$ cat config.mk
export PLATFORM = sky130hd
export DESIGN_NAME = rbe_cordic_stage
export DESIGN_NICKNAME = d
export VERILOG_FILES = /design/src/design/rbe_pkg.sv /design/src/design/rbe_cordic_stage.sv
export SDC_FILE = /design/constraint.sdc
export NUM_CORES = 1
export LEC_CHECK = 0
export ABC_AREA = 1
export ABC_CLOCK_PERIOD_IN_PS = 1790
export BUFFER_PORTS_ARGS = -buffer_cell sky130_fd_sc_hd__buf_2
export CAP_MARGIN = 20
export CORE_UTILIZATION = 56
export CTS_CLUSTER_DIAMETER = 200
export DETAILED_ROUTE_END_ITERATION = 8
export MAX_ROUTING_LAYER = met4
export PLACE_DENSITY = 0.83
export SLEW_MARGIN = 20
export SYNTH_ARGS = -nofsm -noshare
export SYNTH_HDL_FRONTEND = slang
export SYNTH_SLANG_ARGS = --single-unit
export TNS_END_PERCENT = 100
$ cat constraint.sdc
create_clock -name clk -period 1.79 [get_ports clk]
set_input_delay 0.0895 -clock clk [delete_from_list [all_inputs] [get_ports clk]]
set_output_delay 0.0895 -clock clk [all_outputs]
set_load 0.02 [all_outputs]
$ cat src/design/rbe_pkg.sv
// rbe_pkg: shared types and constants for the rotated box extent pipeline.
// Holds the request/result structs, CORDIC pipeline structs and the
// arctangent table. No dependencies.
`default_nettype none

package rbe_pkg;

  localparam int ANGLE_BITS           = 16;
  localparam int LENGTH_FRACTION_BITS = 8;
  localparam int LEN_W                = 23;
  localparam int EXT_W                = 16;

  localparam int CORDIC_STEPS = 20;
  localparam int TRIG_W       = 32;  // signed Q2.30
  localparam int TRIG_FRAC    = 30;

  localparam int PROD_W      = LEN_W + TRIG_W;
  localparam int ROUND_SHIFT = TRIG_FRAC + LENGTH_FRACTION_BITS;
  localparam int MAG_W       = PROD_W - ROUND_SHIFT;

  // prep + CORDIC stages + abs, multiply, round + output register
  localparam int LATENCY = CORDIC_STEPS + 5;

  localparam logic signed [TRIG_W-1:0] CORDIC_GAIN = 32'sd652032874;

  // atan(2^-i) as 32-bit binary angles
  localparam logic [TRIG_W-1:0] ATAN_TABLE [CORDIC_STEPS] = '{
    32'd536870912, 32'd316933406, 32'd167458907, 32'd85004756, 32'd42667331,
    32'd21354465,  32'd10679838,  32'd5340245,   32'd2670163,  32'd1335087,
    32'd667544,    32'd333772,    32'd166886,    32'd83443,    32'd41722,
    32'd20861,     32'd10430,     32'd5215,      32'd2608,     32'd1304
  };

  typedef struct packed {
    logic [LEN_W-1:0] half_diagonal;
    logic [15:0]      first_diagonal_angle;
    logic [15:0]      second_diagonal_angle;
    logic [15:0]      rotation_angle;
  } rbe_in_t;

  typedef struct packed {
    logic [EXT_W-1:0] box_width;
    logic [EXT_W-1:0] box_height;
  } rbe_out_t;

  typedef struct packed {
    logic signed [TRIG_W-1:0] x;
    logic signed [TRIG_W-1:0] y;
    logic signed [TRIG_W-1:0] z;
  } rbe_lane_t;

  // one CORDIC stage: two diagonals in parallel, length rides along
  typedef struct packed {
    logic                valid;
    logic [LEN_W-1:0]    len;
    rbe_lane_t [1:0]     lane;
  } rbe_cordic_t;

  // rounded coordinate magnitudes: x0, y0, x1, y1
  typedef struct packed {
    logic                  valid;
    logic [3:0][MAG_W-1:0] mag;
  } rbe_mag_t;

endpackage

`default_nettype wire

$ cat src/design/rbe_cordic_stage.sv
// rbe_cordic_stage: one registered rotation-mode CORDIC iteration, two lanes.
// Depends on rbe_pkg.
`default_nettype none

module rbe_cordic_stage #(
  parameter int STEP = 0
) (
  input  logic                clk,
  input  logic                rst_n,
  input  rbe_pkg::rbe_cordic_t stage_in,
  output rbe_pkg::rbe_cordic_t stage_out
);
  import rbe_pkg::*;

  localparam logic signed [TRIG_W-1:0] ATAN = $signed(ATAN_TABLE[STEP]);

  rbe_cordic_t stage_nxt;
  rbe_cordic_t stage_r;
  logic        valid_r;

  always_comb begin
    stage_nxt = stage_in;
    for (int l = 0; l < 2; l++) begin
      // floor shifts, direction from the sign of the residual angle
      if (!stage_in.lane[l].z[TRIG_W-1]) begin
        stage_nxt.lane[l].x = stage_in.lane[l].x - ($signed(stage_in.lane[l].y) >>> STEP);
        stage_nxt.lane[l].y = stage_in.lane[l].y + ($signed(stage_in.lane[l].x) >>> STEP);
        stage_nxt.lane[l].z = stage_in.lane[l].z - ATAN;
      end else begin
        stage_nxt.lane[l].x = stage_in.lane[l].x + ($signed(stage_in.lane[l].y) >>> STEP);
        stage_nxt.lane[l].y = stage_in.lane[l].y - ($signed(stage_in.lane[l].x) >>> STEP);
        stage_nxt.lane[l].z = stage_in.lane[l].z + ATAN;
      end
    end
  end

  always_ff @(posedge clk) begin
    if (!rst_n) begin
      valid_r <= 1'b0;
    end else begin
      valid_r <= stage_in.valid;
    end
  end

  always_ff @(posedge clk) begin
    stage_r <= stage_nxt;
  end

  always_comb begin
    stage_out       = stage_r;
    stage_out.valid = valid_r;
  end

endmodule

`default_nettype wire

== Word-level counts from Yosys, hierarchy flattened ==
Index checks and enable logic that the tools add are counted.

* $add $sub $neg: 10
* Mux-type cells: 2

{| class="wikitable"
|+ Operators by type and width
! kind !! count
|-
| $mux W96 || 2
|-
| $sub A32 B32 Y32 || 4
|-
| $add A32 B31 Y32 const B || 2
|-
| $add A32 B32 Y32 || 2
|-
| $sub A32 B31 Y32 const B || 2
|}

* Flip-flop bits (word level): 216
* Input port bits: 218
* Output and inout bits: 216
* Logic and storage cells: 20

== Logic depth before layout (Yosys ltp) ==
* Depth in word-level cells: 2
* Mapped depth: 16
* Mapped depth without buffers: 15

== Least setup slack after synthesis ==
Ideal clock, no wire load.

* Path kind: in2reg
* From: input port stage_in[64] (netlist bit)
* To: register stage_r (netlist bit stage_out[80])
* Setup time: 0.113 ns
* Arrival: 1.468 ns
* Required time: 1.677 ns
* Path slack: 0.209 ns
* Cell stages on the path: 11
* Path buffers: 0
* Cells stage by stage: inv_1 -> ha_1 -> fa_1 -> o21bai_1 -> nand2_1 -> nand2_1 -> inv_1 -> nor2_1 -> o21ai_0 -> nand3_1 -> nand2_1

{| class="wikitable"
|+ RTL lines
! what !! line !! text
|-
| start, declared || rbe_cordic_stage.sv:10 || <nowiki>input rbe_pkg::rbe_cordic_t stage_in,</nowiki>
|-
| end signal, assigned || rbe_cordic_stage.sv:46 || <nowiki>stage_r <= stage_nxt;</nowiki>
|-
| end, declared || rbe_cordic_stage.sv:18 || <nowiki>rbe_cordic_t stage_r;</nowiki>
|}

==> metrics.txt <==
status=finished clean; Yosys warnings=0; min cycle time layout=~1.7 ns; Hold Path Class=in2reg; largest net degree at the start of global routing=a little under 60; synthesized netlist cell count=between 3,000 and 4,000; I/O Pins=434; Die X=185 um; hpwl dp=around 57 mm; CTS Root Cell=clkbuf_16; Synth area leaders=dfxtp_1 23%, nand2_1 21%, ha_1 13%, inv_1 12%, nand3_1 7.5%; worst setup margin=0.0794 ns; Rows=66; FILL cells=2,539; Post-synth EDFFs=0; DR vias/cell=around 5.3; Clock Sinks=214; htree depth=1; die area=around 34,000 um2; Layout Nets=between 4,000 and 5,000; total gr overflow=0; CP Capture Type=flop; Setup-failing EPs final=0; Worst Hold Margin=about 0.033 ns; DR iter-0 viols=about 2,100; Fin. Hold Viols=0; core area=roughly 33,000 um2; overall die height=185 um; first-pass GRT wire length=roughly 110 mm; cell taking the most area after synthesis=dfxtp_1; area grow syn2layout=38.9%; asr flop ratio synth=0; RSZ-0062 raised after global routing=false; pre-CTS WS=-0.300 ns; Initial Utilization=0.572; Design Power=between 15,000 and 20,000 uW; layout cells sized above 1=0.226; MaxCap Viol Count=0; Slew headroom=0.524; post-synth cell types=38; Slew Limit Fails=0; CP max FO=5; #FFs+latches synth=roughly 210; overall routed net length=74.3 mm; critical path class=in2reg; initial antenna violation count=9; Inserted Clock Buffers=25; post-synth top area share=0.229; startpoint types=input pin; Worst Setup SP=stage_in[65]; top-count cell post-synth=nand2_1; vias=about 24,000; Top FF cell, synth=dfxtp_1; GP Congestion=between 1 and 1.5; Worst Path Required=around 2.2 ns; Post-CTS Setup Inserts=0; CTS clock-pin slew for the worst setup and hold paths=0.06 ns; post-synth design cell area=around 19,000 um2; syn nets=about 3,600; Final period util=0.956; Tot GR Track Use=0.435; Max Clk Rate=0.585 GHz; Port Buffers=between 400 and 500; Clock Tree Buf Depth=3; first-pass detailed-route iteration total=7; Post-synth top cells=1,071 x nand2_1, 592 x inv_1, 280 x nand3_1; slew at the pin closest to its max-slew limit=between 0.7 and 0.8 ns; worst IR drop on VDD=around 860 uV; pwr/cell area=roughly 740 nW/um2; post-synthesis sequential area ratio=0.229; Hold Startpoint=stage_in[65]; Avg WL per Cell=about 16 um; Worst EP arrival=2.17 ns; syn avg cell area=5.90 um2; remaining routing DRC violations=0; static leakage=0.0153 uW; TritonCTS clock tree=built; number of global-route vias before repair=roughly 23,000; post-route ant nets=0
layout by cell type, fill, tap and decap left out, types with 25 or more instances in the layout:
cell,instances
nand2_1,1069
inv_1,590
buf_2,433
buf_4,400
nand3_1,279
nor2_1,247
dfxtp_1,214
ha_1,185
a21oi_1,157
o21ai_0,117
dlygate4sd3_1,102
xor2_1,52
nand4_1,35
o21bai_1,33
clkbuf_16,25
per-stage QoR:
step / instance area (um2) / utilization / cells / TNS [ns]
2_1_floorplan: 18700 / - / 3171 / 0
3_3_place_gp: 24100 / 0.736 / 4365 / -12.24
3_5_place_dp: 24100 / 0.736 / 4365 / -14.78
4_1_cts: 26000 / 0.794 / 4512 / 0
5_1_grt: 26000 / 0.795 / 4520 / 0
6_report: 26000 / 0.795 / 4522 / 0
sequential cells by signal (all words and copies together) (netlist names):
signal and flops:
stage_out 213, valid_r 1
timing repair:
item,in CTS,in global routing
gates resized for setup,0,8
setup endpoints to repair,0,17
hold buffers,102,0
hold endpoints to repair,108,0
power by group:
| part | internal [uW] | switching, uW | leakage [uW] |
|---|---|---|---|
| Combinational | 3100 | 4990 | 0.0131 |
| Sequential | 5410 | 290 | 0.00181 |
| Clock | 3300 | 2270 | 0.000415 |
cell type report:
cell class              instances  area (um2)  area share
diodes                         10        25.0    0.000962
clock buffers                  33         686      0.0264
repair buffers                937        6230       0.240
well taps                     442         553      0.0213
inverters                     594        2230      0.0857
multi-input cells            2280       11800       0.454
flip-flops and latches        214        4280       0.165
clock inverters                12         193     0.00741
final timing paths:
| kind | endpoint | slack [ns] | depth (start not counted) |
|---|---|---|---|
| setup / recovery | stage_out[62] | 0.08 | 13 |
| hold / removal | stage_out[33] | 0.03 | 4 |
metal layers:
metal,vias up,GRT usage,share of wire
met2,1268,0.736,0.48
met1,10600,0.475,0.37
met5,-,-,0
li1,11500,-,-
met4,0,0.286,0.070
met3,343,0.0647,0.086
kinds of logic (layout without fill, tap and decap cells):
| family | count (synthesis) | in the layout | share of synthesized area |
|---|---|---|---|
| AO/OA/AOI/OAI | 338 | 338 | 0.0977 |
| adder cells (fa/ha/maj) | 196 | 196 | 0.134 |
| other | 0 | 10 | 0 |
| multiplexers | 1 | 1 | 0.000535 |
| buffers and inverters | 677 | 1576 | 0.142 |
| AND/OR/NAND/NOR | 1692 | 1692 | 0.372 |
| flip-flops | 214 | 214 | 0.229 |
| XOR/XNOR | 53 | 53 | 0.0248 |
worst max-delay path: stages:
cell	delay (ns)
buf_2	0.13
dlygate4sd3_1	0.59
fa_2	0.41
inv_1	0.09
nand2_1	0.07
nand3_1	0.16
nand2_1	0.09
nand2_2	0.15
nand2_1	0.09
nand2_1	0.08
nand2_1	0.05
nand3_1	0.07
nand2_1	0.06
Power figures use the tool's default switching activity.
